File: src/hdl/assert_macros.svh
// ============================================================================
// assert_macros.svh
// Concurrent assertion helpers used by e2c_pipe_ctrl; empty under synthesis.
// ============================================================================
`ifndef ASSERT_MACROS_SVH
`define ASSERT_MACROS_SVH

`ifndef SYNTHESIS
`define E2C_ASSERT(lbl, clk, rstn, prop) \
    lbl: assert property (@(posedge clk) disable iff (!(rstn)) (prop)) \
        else $error("assertion failed");
`define E2C_ASSERT_NEVER(lbl, clk, rstn, cond) \
    `E2C_ASSERT(lbl, clk, rstn, !(cond))
`else
`define E2C_ASSERT(lbl, clk, rstn, prop)
`define E2C_ASSERT_NEVER(lbl, clk, rstn, cond)
`endif

`endif

File: src/hdl/e2c_pkg.sv
// ============================================================================
// e2c_pkg
// Types, division constants and calendar tables for the epoch converter.
// ============================================================================
package e2c_pkg;

    localparam int unsigned NUM_STAGES = 9;

    typedef logic [31:0] t_epoch;
    typedef logic [11:0] t_year;
    typedef logic [3:0]  t_month;
    typedef logic [4:0]  t_mday;
    typedef logic [4:0]  t_hour;
    typedef logic [5:0]  t_minsec;
    typedef logic [2:0]  t_wday;

    typedef struct packed {
        logic [NUM_STAGES-1:0] en;   // stage loads this cycle
        logic [NUM_STAGES-1:0] vld;  // stage holds an item
    } t_pipe_ctl;

    // Reciprocals floor(2^32 / d); quotient estimate is q or q-1.
    localparam logic [22:0] K_DAY   = 23'd6362914;    // 86400 / 128 = 675
    localparam logic [9:0]  DAY_DIV = 10'd675;
    localparam logic [21:0] K_CYC   = 22'd2939744;    // 1461-day cycle
    localparam logic [10:0] CYC_DAYS = 11'd1461;
    localparam logic [29:0] K_WEEK  = 30'd613566756;  // 7
    localparam logic [2:0]  WEEK_DAYS = 3'd7;
    localparam logic [24:0] K_HOUR  = 25'd19088743;   // 3600 / 16 = 225
    localparam logic [7:0]  HOUR_DIV = 8'd225;
    localparam logic [26:0] K_MIN   = 27'd71582788;   // 60
    localparam logic [5:0]  MIN_DIV = 6'd60;

    // Day numbering restarts at 1968-03-01 so the leap day ends each year.
    localparam logic [15:0] MAR_OFS      = 16'd671;
    // 2100-03-01: from here on skip the missing leap day of 2100.
    localparam logic [15:0] CENT_SKIP    = 16'd47541;
    localparam logic [11:0] BASE_YEAR    = 12'd1968;
    localparam logic [15:0] WDAY_OFS     = 16'd3;
    localparam logic [3:0]  FIRST_JAN_MP = 4'd10;

    function automatic logic [10:0] year_base(input logic [1:0] yc);
        logic [10:0] v;
        unique case (yc)
            2'd0:    v = 11'd0;
            2'd1:    v = 11'd365;
            2'd2:    v = 11'd730;
            default: v = 11'd1095;
        endcase
        return v;
    endfunction

    // First day of each month counted from March 1.
    function automatic logic [8:0] month_start(input logic [3:0] mp);
        logic [8:0] v;
        unique case (mp)
            4'd0:    v = 9'd0;
            4'd1:    v = 9'd31;
            4'd2:    v = 9'd61;
            4'd3:    v = 9'd92;
            4'd4:    v = 9'd122;
            4'd5:    v = 9'd153;
            4'd6:    v = 9'd184;
            4'd7:    v = 9'd214;
            4'd8:    v = 9'd245;
            4'd9:    v = 9'd275;
            4'd10:   v = 9'd306;
            4'd11:   v = 9'd337;
            default: v = 9'd0;
        endcase
        return v;
    endfunction

endpackage

File: src/hdl/e2c_ifs.sv
// ============================================================================
// e2c_ifs
// Valid/ready channels for timestamps in and calendar records out.
// ============================================================================
interface e2c_in_if;
    import e2c_pkg::*;
    logic   valid;
    logic   ready;
    t_epoch epoch_seconds;
    modport source (output valid, output epoch_seconds, input ready);
    modport sink   (input valid, input epoch_seconds, output ready);
endinterface

interface e2c_out_if;
    import e2c_pkg::*;
    logic    valid;
    logic    ready;
    t_year   year;
    t_month  month;
    t_mday   day_of_month;
    t_hour   hour;
    t_minsec minute;
    t_minsec second;
    t_wday   weekday;
    modport source (output valid, output year, output month, output day_of_month,
                    output hour, output minute, output second, output weekday,
                    input ready);
    modport sink   (input valid, input year, input month, input day_of_month,
                    input hour, input minute, input second, input weekday,
                    output ready);
endinterface

File: src/hdl/e2c_pipe_ctrl.sv
// ============================================================================
// e2c_pipe_ctrl
// Valid bits and per-stage load enables; bubbles collapse under a stall.
// ============================================================================
`include "assert_macros.svh"

module e2c_pipe_ctrl (
    input  logic              i_clk,
    input  logic              i_rst_n,
    input  logic              i_in_valid,
    input  logic              i_out_ready,
    output logic              o_in_ready,
    output e2c_pkg::t_pipe_ctl o_ctl
);
    import e2c_pkg::*;

    logic [NUM_STAGES-1:0] r_vld;
    logic [NUM_STAGES-1:0] n_en;
    logic                  acc_in;
    logic                  acc_out;

    // A stage may load when empty or when the stage after it loads.
    always_comb begin
        n_en[NUM_STAGES-1] = !r_vld[NUM_STAGES-1] || i_out_ready;
        for (int i = NUM_STAGES - 2; i >= 0; i--) begin
            n_en[i] = !r_vld[i] || n_en[i+1];
        end
    end

    always_ff @(posedge i_clk) begin
        if (!i_rst_n) begin
            r_vld <= '0;
        end else begin
            if (n_en[0]) begin
                r_vld[0] <= i_in_valid;
            end
            for (int i = 1; i < NUM_STAGES; i++) begin
                if (n_en[i]) begin
                    r_vld[i] <= r_vld[i-1];
                end
            end
        end
    end

    assign o_in_ready = n_en[0];
    assign o_ctl.en   = n_en;
    assign o_ctl.vld  = r_vld;
    assign acc_in     = i_in_valid && n_en[0];
    assign acc_out    = r_vld[NUM_STAGES-1] && i_out_ready;

    `E2C_ASSERT(a_ready_low_only_full, i_clk, i_rst_n, !o_in_ready |-> (r_vld[NUM_STAGES-1] && !i_out_ready))
    `E2C_ASSERT(a_accept_lands, i_clk, i_rst_n, acc_in |=> r_vld[0])
    `E2C_ASSERT(a_item_count, i_clk, i_rst_n, 1'b1 |=> ($countones(r_vld) == $past($countones(r_vld)) + $past(acc_in) - $past(acc_out)))

endmodule

File: src/hdl/epoch_seconds_to_calendar.sv
// ============================================================================
// epoch_seconds_to_calendar
// Unix seconds to Gregorian date, time of day and ISO weekday.
// ============================================================================
// Usage:
//   i_in carries epoch_seconds (unsigned seconds since 1970-01-01 00:00:00);
//   o_out carries year, month, day_of_month, hour, minute, second and weekday
//   (1 = Monday .. 7 = Sunday). Each channel moves one item per transfer when
//   valid and ready are both high.
//   One item is taken every cycle unless all stages are full and stalled. The
//   nine register stages each hold about one constant multiply or one
//   subtract-and-correct step: seconds to days, days to 4-year cycles,
//   cycle to year and month, time of day to hour and minute.
//   Reset clears the stage valid bits only; no item is held afterwards.
//   When the receiver holds ready low, the result stays on o_out and empty
//   stages behind it keep filling; i_in.ready drops once every stage is full
//   and rises the cycle the result is taken.
// ============================================================================
module epoch_seconds_to_calendar (
    input  logic             i_clk,
    input  logic             i_rst_n,
    e2c_in_if.sink           i_in,
    e2c_out_if.source        o_out
);
    import e2c_pkg::*;

    t_pipe_ctl ctl;
    logic      in_ready;

    e2c_pipe_ctrl u_ctrl (
        .i_clk       (i_clk),
        .i_rst_n     (i_rst_n),
        .i_in_valid  (i_in.valid),
        .i_out_ready (o_out.ready),
        .o_in_ready  (in_ready),
        .o_ctl       (ctl)
    );

    assign i_in.ready = in_ready;

    // ---- stage 1: estimate (secs / 128) / 675 ------------------------------
    logic [24:0] r1_x;
    logic [6:0]  r1_lo;
    logic [47:0] r1_p;

    always_ff @(posedge i_clk) begin
        if (ctl.en[0]) begin
            r1_x  <= i_in.epoch_seconds[31:7];
            r1_lo <= i_in.epoch_seconds[6:0];
            r1_p  <= 48'(i_in.epoch_seconds[31:7]) * 48'(K_DAY);
        end
    end

    // ---- stage 2: back-multiply the day estimate ---------------------------
    logic [24:0] r2_x;
    logic [6:0]  r2_lo;
    logic [15:0] r2_q;
    logic [25:0] r2_m;

    always_ff @(posedge i_clk) begin
        if (ctl.en[1]) begin
            r2_x  <= r1_x;
            r2_lo <= r1_lo;
            r2_q  <= r1_p[47:32];
            r2_m  <= 26'(r1_p[47:32]) * 26'(DAY_DIV);
        end
    end

    // ---- stage 3: correct day count, rebuild time of day -------------------
    logic [24:0] s3_diff;
    logic [10:0] s3_r;
    logic [15:0] n3_days;
    logic [9:0]  n3_rd;
    logic [15:0] r3_days;
    logic [16:0] r3_tod;

    always_comb begin
        s3_diff = r2_x - r2_m[24:0];
        s3_r    = s3_diff[10:0];
        if (s3_r >= 11'(DAY_DIV)) begin
            n3_days = r2_q + 16'd1;
            n3_rd   = 10'(s3_r - 11'(DAY_DIV));
        end else begin
            n3_days = r2_q;
            n3_rd   = s3_r[9:0];
        end
    end

    always_ff @(posedge i_clk) begin
        if (ctl.en[2]) begin
            r3_days <= n3_days;
            r3_tod  <= {n3_rd, r2_lo};
        end
    end

    // ---- stage 4: cycle, weekday and hour estimates ------------------------
    logic [15:0] n4_e;
    logic [15:0] n4_wv;
    logic [15:0] r4_e;
    logic [15:0] r4_wv;
    logic [12:0] r4_th;
    logic [3:0]  r4_tlo;
    logic [37:0] r4_pe;
    logic [45:0] r4_pw;
    logic [37:0] r4_ph;

    always_comb begin
        n4_e  = (r3_days >= CENT_SKIP) ? r3_days + MAR_OFS + 16'd1 : r3_days + MAR_OFS;
        n4_wv = r3_days + WDAY_OFS;
    end

    always_ff @(posedge i_clk) begin
        if (ctl.en[3]) begin
            r4_e   <= n4_e;
            r4_wv  <= n4_wv;
            r4_th  <= r3_tod[16:4];
            r4_tlo <= r3_tod[3:0];
            r4_pe  <= 38'(n4_e) * 38'(K_CYC);
            r4_pw  <= 46'(n4_wv) * 46'(K_WEEK);
            r4_ph  <= 38'(r3_tod[16:4]) * 38'(K_HOUR);
        end
    end

    // ---- stage 5: back-multiply the three estimates ------------------------
    logic [15:0] r5_e;
    logic [5:0]  r5_c0;
    logic [16:0] r5_me;
    logic [15:0] r5_wv;
    logic [13:0] r5_w0;
    logic [16:0] r5_mw;
    logic [12:0] r5_th;
    logic [5:0]  r5_h0;
    logic [13:0] r5_mh;
    logic [3:0]  r5_tlo;

    always_ff @(posedge i_clk) begin
        if (ctl.en[4]) begin
            r5_e   <= r4_e;
            r5_c0  <= r4_pe[37:32];
            r5_me  <= 17'(r4_pe[37:32]) * 17'(CYC_DAYS);
            r5_wv  <= r4_wv;
            r5_w0  <= r4_pw[45:32];
            r5_mw  <= 17'(r4_pw[45:32]) * 17'(WEEK_DAYS);
            r5_th  <= r4_th;
            r5_h0  <= r4_ph[37:32];
            r5_mh  <= 14'(r4_ph[37:32]) * 14'(HOUR_DIV);
            r5_tlo <= r4_tlo;
        end
    end

    // ---- stage 6: correct cycle, weekday and hour --------------------------
    logic [15:0] s6_cd;
    logic [11:0] s6_cr;
    logic [15:0] s6_wd;
    logic [3:0]  s6_wr;
    logic [12:0] s6_hd;
    logic [8:0]  s6_hr;
    logic [5:0]  n6_c;
    logic [10:0] n6_rc;
    logic [2:0]  n6_widx;
    logic [5:0]  n6_hour;
    logic [7:0]  n6_rt;
    logic [5:0]  r6_c;
    logic [10:0] r6_rc;
    t_wday       r6_wd;
    t_hour       r6_hr;
    logic [11:0] r6_rem;

    always_comb begin
        s6_cd = r5_e - r5_me[15:0];
        s6_cr = s6_cd[11:0];
        if (s6_cr >= 12'(CYC_DAYS)) begin
            n6_c  = r5_c0 + 6'd1;
            n6_rc = 11'(s6_cr - 12'(CYC_DAYS));
        end else begin
            n6_c  = r5_c0;
            n6_rc = s6_cr[10:0];
        end

        s6_wd = r5_wv - r5_mw[15:0];
        s6_wr = s6_wd[3:0];
        if (s6_wr >= 4'(WEEK_DAYS)) begin
            n6_widx = 3'(s6_wr - 4'(WEEK_DAYS));
        end else begin
            n6_widx = s6_wr[2:0];
        end

        s6_hd = r5_th - r5_mh[12:0];
        s6_hr = s6_hd[8:0];
        if (s6_hr >= 9'(HOUR_DIV)) begin
            n6_hour = r5_h0 + 6'd1;
            n6_rt   = 8'(s6_hr - 9'(HOUR_DIV));
        end else begin
            n6_hour = r5_h0;
            n6_rt   = s6_hr[7:0];
        end
    end

    always_ff @(posedge i_clk) begin
        if (ctl.en[5]) begin
            r6_c   <= n6_c;
            r6_rc  <= n6_rc;
            r6_wd  <= n6_widx + 3'd1;
            r6_hr  <= n6_hour[4:0];
            r6_rem <= {n6_rt, r5_tlo};
        end
    end

    // ---- stage 7: year within cycle, minute estimate -----------------------
    logic [1:0]  n7_yc;
    logic [10:0] s7_doy;
    logic [5:0]  r7_c;
    logic [1:0]  r7_yc;
    logic [8:0]  r7_doy;
    t_wday       r7_wd;
    t_hour       r7_hr;
    logic [11:0] r7_rem;
    logic [38:0] r7_pm;

    always_comb begin
        n7_yc  = 2'(r6_rc >= year_base(2'd1)) + 2'(r6_rc >= year_base(2'd2))
               + 2'(r6_rc >= year_base(2'd3));
        s7_doy = r6_rc - year_base(n7_yc);
    end

    always_ff @(posedge i_clk) begin
        if (ctl.en[6]) begin
            r7_c   <= r6_c;
            r7_yc  <= n7_yc;
            r7_doy <= s7_doy[8:0];
            r7_wd  <= r6_wd;
            r7_hr  <= r6_hr;
            r7_rem <= r6_rem;
            r7_pm  <= 39'(r6_rem) * 39'(K_MIN);
        end
    end

    // ---- stage 8: month and day, minute back-multiply ----------------------
    logic [3:0]  n8_mp;
    logic [8:0]  s8_dd;
    t_month      n8_month;
    t_year       n8_year;
    t_year       r8_year;
    t_month      r8_month;
    t_mday       r8_day;
    t_wday       r8_wd;
    t_hour       r8_hr;
    logic [11:0] r8_rem;
    logic [6:0]  r8_mn0;
    logic [11:0] r8_mm;

    always_comb begin
        n8_mp = '0;
        for (int i = 1; i < 12; i++) begin
            if (r7_doy >= month_start(4'(i))) begin
                n8_mp = n8_mp + 4'd1;
            end
        end
        s8_dd = r7_doy - month_start(n8_mp);
        // January and February close the March-based year
        if (n8_mp >= FIRST_JAN_MP) begin
            n8_month = n8_mp - 4'd9;
            n8_year  = BASE_YEAR + {4'd0, r7_c, 2'd0} + 12'(r7_yc) + 12'd1;
        end else begin
            n8_month = n8_mp + 4'd3;
            n8_year  = BASE_YEAR + {4'd0, r7_c, 2'd0} + 12'(r7_yc);
        end
    end

    always_ff @(posedge i_clk) begin
        if (ctl.en[7]) begin
            r8_year  <= n8_year;
            r8_month <= n8_month;
            r8_day   <= 5'(s8_dd + 9'd1);
            r8_wd    <= r7_wd;
            r8_hr    <= r7_hr;
            r8_rem   <= r7_rem;
            r8_mn0   <= r7_pm[38:32];
            r8_mm    <= 12'(13'(r7_pm[38:32]) * 13'(MIN_DIV));
        end
    end

    // ---- stage 9: correct minute, output register --------------------------
    logic [11:0] s9_d;
    logic [6:0]  s9_sr;
    logic [6:0]  n9_min;
    logic [6:0]  n9_sec;
    t_year       r9_year;
    t_month      r9_month;
    t_mday       r9_day;
    t_wday       r9_wd;
    t_hour       r9_hr;
    t_minsec     r9_min;
    t_minsec     r9_sec;

    always_comb begin
        s9_d  = r8_rem - r8_mm;
        s9_sr = s9_d[6:0];
        if (s9_sr >= 7'(MIN_DIV)) begin
            n9_min = r8_mn0 + 7'd1;
            n9_sec = s9_sr - 7'(MIN_DIV);
        end else begin
            n9_min = r8_mn0;
            n9_sec = s9_sr;
        end
    end

    always_ff @(posedge i_clk) begin
        if (ctl.en[8]) begin
            r9_year  <= r8_year;
            r9_month <= r8_month;
            r9_day   <= r8_day;
            r9_wd    <= r8_wd;
            r9_hr    <= r8_hr;
            r9_min   <= n9_min[5:0];
            r9_sec   <= n9_sec[5:0];
        end
    end

    assign o_out.valid        = ctl.vld[NUM_STAGES-1];
    assign o_out.year         = r9_year;
    assign o_out.month        = r9_month;
    assign o_out.day_of_month = r9_day;
    assign o_out.hour         = r9_hr;
    assign o_out.minute       = r9_min;
    assign o_out.second       = r9_sec;
    assign o_out.weekday      = r9_wd;

endmodule

File: src/flat_wrapper.sv
// flat-port wrapper written by rule: the top's interface ports become plain ports
module epoch_seconds_to_calendar_flat import e2c_pkg::*;
  (i_clk, i_rst_n, i_in_valid, i_in_epoch_seconds, i_in_ready, o_out_valid, o_out_year, o_out_month, o_out_day_of_month, o_out_hour, o_out_minute, o_out_second, o_out_weekday, o_out_ready);
  e2c_in_if i_in_i ();
  e2c_out_if o_out_i ();
  input  logic i_clk;
  input  logic i_rst_n;
  input wire logic [$bits(i_in_i.valid)-1:0] i_in_valid;
  input wire logic [$bits(i_in_i.epoch_seconds)-1:0] i_in_epoch_seconds;
  output wire logic [$bits(i_in_i.ready)-1:0] i_in_ready;
  output wire logic [$bits(o_out_i.valid)-1:0] o_out_valid;
  output wire logic [$bits(o_out_i.year)-1:0] o_out_year;
  output wire logic [$bits(o_out_i.month)-1:0] o_out_month;
  output wire logic [$bits(o_out_i.day_of_month)-1:0] o_out_day_of_month;
  output wire logic [$bits(o_out_i.hour)-1:0] o_out_hour;
  output wire logic [$bits(o_out_i.minute)-1:0] o_out_minute;
  output wire logic [$bits(o_out_i.second)-1:0] o_out_second;
  output wire logic [$bits(o_out_i.weekday)-1:0] o_out_weekday;
  input wire logic [$bits(o_out_i.ready)-1:0] o_out_ready;
  assign i_in_i.valid = i_in_valid;
  assign i_in_i.epoch_seconds = i_in_epoch_seconds;
  assign i_in_ready = i_in_i.ready;
  assign o_out_valid = o_out_i.valid;
  assign o_out_year = o_out_i.year;
  assign o_out_month = o_out_i.month;
  assign o_out_day_of_month = o_out_i.day_of_month;
  assign o_out_hour = o_out_i.hour;
  assign o_out_minute = o_out_i.minute;
  assign o_out_second = o_out_i.second;
  assign o_out_weekday = o_out_i.weekday;
  assign o_out_i.ready = o_out_ready;
  epoch_seconds_to_calendar u_core (.i_clk(i_clk), .i_rst_n(i_rst_n), .i_in(i_in_i), .o_out(o_out_i));
endmodule
File: config.mk
export PLATFORM = sky130hd
export DESIGN_NAME = epoch_seconds_to_calendar_flat
export DESIGN_NICKNAME = d
export VERILOG_FILES = /design/src/hdl/e2c_pkg.sv /design/src/hdl/e2c_ifs.sv /design/src/hdl/e2c_pipe_ctrl.sv /design/src/hdl/epoch_seconds_to_calendar.sv /design/src/flat_wrapper.sv
export VERILOG_INCLUDE_DIRS = /design/src /design/src/hdl
export SDC_FILE = /design/constraint.sdc
export NUM_CORES = 2
export LEC_CHECK = 0
export ABC_AREA = 1
export BUFFER_PORTS_ARGS = -buffer_cell sky130_fd_sc_hd__clkbuf_2
export CORE_MARGIN = 3
export CORE_UTILIZATION = 61
export CTS_BUF_LIST = sky130_fd_sc_hd__clkbuf_8
export CTS_CLUSTER_DIAMETER = 100
export DETAILED_ROUTE_END_ITERATION = 16
export PLACE_DENSITY_LB_ADDON = 0.15
export SETUP_SLACK_MARGIN = 0.5
export SLEW_MARGIN = 20
export SYNTH_ARGS = -nofsm -noshare
export SYNTH_HDL_FRONTEND = slang
export SYNTH_SLANG_ARGS = --single-unit
File: constraint.sdc
create_clock -name i_clk -period 22.1 [get_ports i_clk]
set_input_delay 3.315 -clock i_clk [delete_from_list [all_inputs] [get_ports i_clk]]
set_output_delay 3.315 -clock i_clk [all_outputs]
set_load 0.01 [all_outputs]
==> metrics.md <==
| Metric | Value |
|---|---|
| Status | finished clean |
| Top cells by area in the synthesized netlist | sky130_fd_sc_hd__edfxtp_1 (28%), sky130_fd_sc_hd__ha_1 (23%), sky130_fd_sc_hd__fa_1 (19%) |
| Clock tree from TritonCTS | built |
| Worst slew margin relative to its limit | 0.319 |
| Number of pins with negative max-slew slack in the final report | 0 |
| Share of cells above drive strength 1 | 0.0586 |
| Top-area cell type share of the netlist area | 0.280 |
| Max Clock Freq | 92.0 MHz |
| Main combinational cell family by area after synthesis | adder cells |
| Capturing element type of the critical path | output pin |
| Final design utilization | 0.664 |
| Number of flops mapped to enable cells by yosys | 376 |
| Aggregate negative setup slack | 0 ns |
| Share of the cycle needed by the critical path after routing | 0.492 |
| Length of the first detailed-routing pass in iterations | 5 |
| Post-synthesis register bit count | 385 |
| Violation count after the first detailed-routing iteration | 1,152 |
| Synth area leader | sky130_fd_sc_hd__edfxtp_1 |
| Total wire length after detailed routing | 75.8 mm |
| Critical path launch point type | primary input |
| MaxCap Viol Count | 0 |
| Port-buffer cells | 78 |
| Num Clock Sinks | 385 |
| Total congestion overflow after global routing | 0 |
| Setup-failing EPs final | 0 |
| Xor and xnor area share after synthesis | 0.0484 |
| Maximum clock insertion buffer count | 3 |
| Hold path cells | 0 |
| Standard cell core area | 64,900 um2 |
| Worst hold endpoint | u_core.r6_rem[0]$_DFFE_PP_ |
| H-Tree Depth | 2 |
| Worst Clk Skew | 0.0346 ns |
| Die extent in x | 263 um |
| Critical path type | primary input to output pin |
| Buffer count from post-CTS setup fixing | 0 |
| Clock latency reported for the late side of the worst-skew pair | 0.61 ns |
| Register-to-register path setup slack | 13.37 ns |
| Syn Nets | 5,152 |
| CTS Root Buffer Type | sky130_fd_sc_hd__clkbuf_8 |
| All-Layer GR Usage | 0.228 |
| Count of endpoints failing hold in the final timing report | 0 |
| Hold Startpoint | u_core.r5_tlo[0]$_DFFE_PP_ |
| Fraction of synthesis flops using an asynchronous set or reset pin | 0 |
| Worst EP required | 18.78 ns |
| Routed wire per std cell | 15.1 um |
| Reg2reg start | u_core.r7_doy[8]$_DFFE_PP_ |
| Synth-to-layout area growth | 6.85% |
| Hold-fix buffer count after cts | 0 |
| Placement row count | 93 |
| Inserted Clock Buffers | 56 |
| Unique masters post-synth | 59 |
| Initial Util | 0.621 |
| Wire length of the first global-routing pass | 130 mm |
| Slew of the pin with the lowest slew margin | 1.02 ns |
| Half-perimeter wire length after detailed placement | 64.6 mm |
| Number of antenna violations at the first check in global routing | 2 |
| Area after DPL | 41,800 um2 |
| Die height | 263 um |
| Post-detailed-route via-to-cell ratio | 5.25 |
| Clock period minus final worst setup slack | 10.88 ns |
| Reg2reg end | u_core.r8_day[4]$_DFFE_PP_ |
| Final RePlAce weighted congestion | 0.886 |
| Die area | 69,300 um2 |
| Final net count | 5,283 |
| Count of instances resized after the clock tree is built | 0 |
| DRC violation count after routing | 0 |
| Total via count in the routed design | 26,300 |
| DRT antenna net count | 0 |
| Arithmetic-cell share of the synthesized area counting full adders, half adders and majority gates | 0.423 |
| Post-synthesis cell area | 40,300 um2 |
| I/O pin total | 79 |
| Count of placed standard cells including taps | 4,913 |
| Maximum fanout count along the critical path | 48 |
| Final standard cell count with taps included and fillers excluded | 5,020 |
| Proportion of synthesized area in mux cells | 0.000558 |
| Worst hold-check path type | register to register |
| Basic-gate share of the synthesized area counting and, or, nand and nor cells | 0.0933 |
| Share of synthesized area occupied by flip-flops and latches | 0.284 |
| Top_reg_cell synth | sky130_fd_sc_hd__edfxtp_1 |
| Vias in the first global route | 27,600 |
| Unrepaired setup endpoints after global routing | false |
| Number of instances in the synthesized netlist | 3,985 |
| Data arrival at the endpoint of the critical path | 7.56 ns |
| Compound-Gate Fraction of Synth Area | 0.0599 |
| Cells on worst reg2reg path | 48 |
| Worst-path clk slew | 0.06 ns |
| Layout Cell Area excl Fill | 43,100 um2 |
| Largest net degree at the start of global routing | 60 |
| Synth Area per Inst | 10.1 um2 |
| Count of warnings emitted by yosys | 0 |
-- registers in the layout, summed over array words and instances (netlist names), 8 cells and up --
name / count
u_core.r6_rc: 11
u_core.r5_th: 9
u_core.r2_x: 11
u_core.r8_year: 12
u_core.r3_tod: 17
u_core.r5_me: 12
u_core.o_out.year: 12
u_core.r1_x: 11
u_core.u_ctrl.r_vld: 9
u_core.r4_e: 12
u_core.r4_th: 8
u_core.r5_mh: 9
u_core.r2_q: 15
u_core.r6_rem: 12
u_core.r3_days: 16
u_core.r1_p: 16
u_core.r7_doy: 9
u_core.r5_e: 12
u_core.r2_m: 11
-- synthesized netlist by cell type, drive strengths merged, types with 2 or more instances --
library cell,instances
nand3b,6
a221oi,5
o211ai,8
edfxtp,376
o21a,10
o311ai,2
o41ai,2
a21oi,194
o21ai,127
nand3,119
xor2,156
nor3,43
o31ai,9
o21bai,16
inv,952
a2111oi,2
mux2,2
dfxtp,9
nor2,171
and3,2
fa,386
clkbuf,7
buf,5
and2,4
nand2,448
xnor2,65
clkinv,2
nor4,13
a21o,9
a21boi,3
nand4,39
a31oi,13
or2,12
o221ai,4
a211oi,11
o2111ai,2
ha,745
-- cell families after synthesis --
family | Yosys count
compound gates | 422
xor+xnor | 221
fa+ha+maj | 1131
buf+inv | 966
flops | 385
mux | 2
simple gates | 858
-- critical path: stages --
cell	delay (ns)
sky130_fd_sc_hd__clkbuf_2	0.08
sky130_fd_sc_hd__nor2_1	0.04
sky130_fd_sc_hd__inv_2	0.66
sky130_fd_sc_hd__nor2_1	0.11
sky130_fd_sc_hd__inv_2	0.77
sky130_fd_sc_hd__nor2_1	0.08
sky130_fd_sc_hd__inv_1	0.10
sky130_fd_sc_hd__nor2_1	0.04
sky130_fd_sc_hd__inv_1	0.04
sky130_fd_sc_hd__buf_4	0.42
sky130_fd_sc_hd__nor2_1	0.10
sky130_fd_sc_hd__inv_2	0.07
sky130_fd_sc_hd__nor2_1	0.04
sky130_fd_sc_hd__inv_2	0.69
sky130_fd_sc_hd__nor2_1	0.08
sky130_fd_sc_hd__inv_1	0.12
sky130_fd_sc_hd__nor2_1	0.09
sky130_fd_sc_hd__nand2_2	0.07
sky130_fd_sc_hd__buf_4	0.38
sky130_fd_sc_hd__clkbuf_2	0.22
-- through the flow --
stage / hold WS [ns] / setup slack (ns)
4_1_cts: 0.400 / 11.11
2_1_floorplan: 0.400 / 7.62
3_5_place_dp: 0.405 / 11.13
3_3_place_gp: 0.400 / 11.20
5_1_grt: 0.419 / 10.62
6_report: 0.406 / 11.22
-- routing by layer --
| metal | GRT usage | share of wire | vias to the layer above | wire length (um) |
|---|---|---|---|---|
| met2 | 0.407 | 0.50 | 456 | 37600 |
| met5 | 0 | 0 | - | 0 |
| met1 | 0.296 | 0.44 | 12500 | 33400 |
| li1 | - | - | 13200 | - |
| met3 | 0.0226 | 0.037 | 118 | 2780 |
| met4 | 0.0603 | 0.026 | 0 | 1940 |
-- worst max path at each step --
stage / slack (ns) / startpoint / cells past startpoint / to
CTS: 11.11 / o_out_ready / 20 / i_in_ready
finish: 11.22 / o_out_ready / 20 / i_in_ready
global placement: 11.20 / o_out_ready / 20 / i_in_ready
detailed placement: 11.13 / o_out_ready / 20 / i_in_ready
global route: 10.62 / o_out_ready / 20 / i_in_ready
floorplan: 7.62 / o_out_ready / 16 / i_in_ready
-- layout make-up --
cell class / instances / area (um2)
Multi-Input combinational cell: 2634 / 25200
Fill cell: 5177 / 21800
Sequential cell: 385 / 11500
Inverter: 954 / 3590
Tap cell: 855 / 1070
Clock buffer: 66 / 908
Timing Repair Buffer: 85 / 443
Clock inverter: 39 / 408
Antenna cell: 2 / 5.00
-- cells in the final DEF, fill, tap and decap left out, drive strengths merged, types with 5 or more instances in the layout --
master,count
xnor2,65
clkinv,18
buf,7
bufinv,9
a211oi,11
inv,966
or2,12
dfxtp,9
nand4,39
o21a,10
nand3b,6
a21oi,194
ha,745
nor3,43
a221oi,5
xor2,156
o21bai,16
fa,386
edfxtp,376
a21o,9
nand2,448
clkbuf,144
a31oi,13
nor4,13
nand3,119
nor2,171
o31ai,9
o21ai,127
o211ai,8
Power is left out: the tool's default activity adds up to more than one toggle a clock period on the data nets, which glitch-free logic cannot reach.
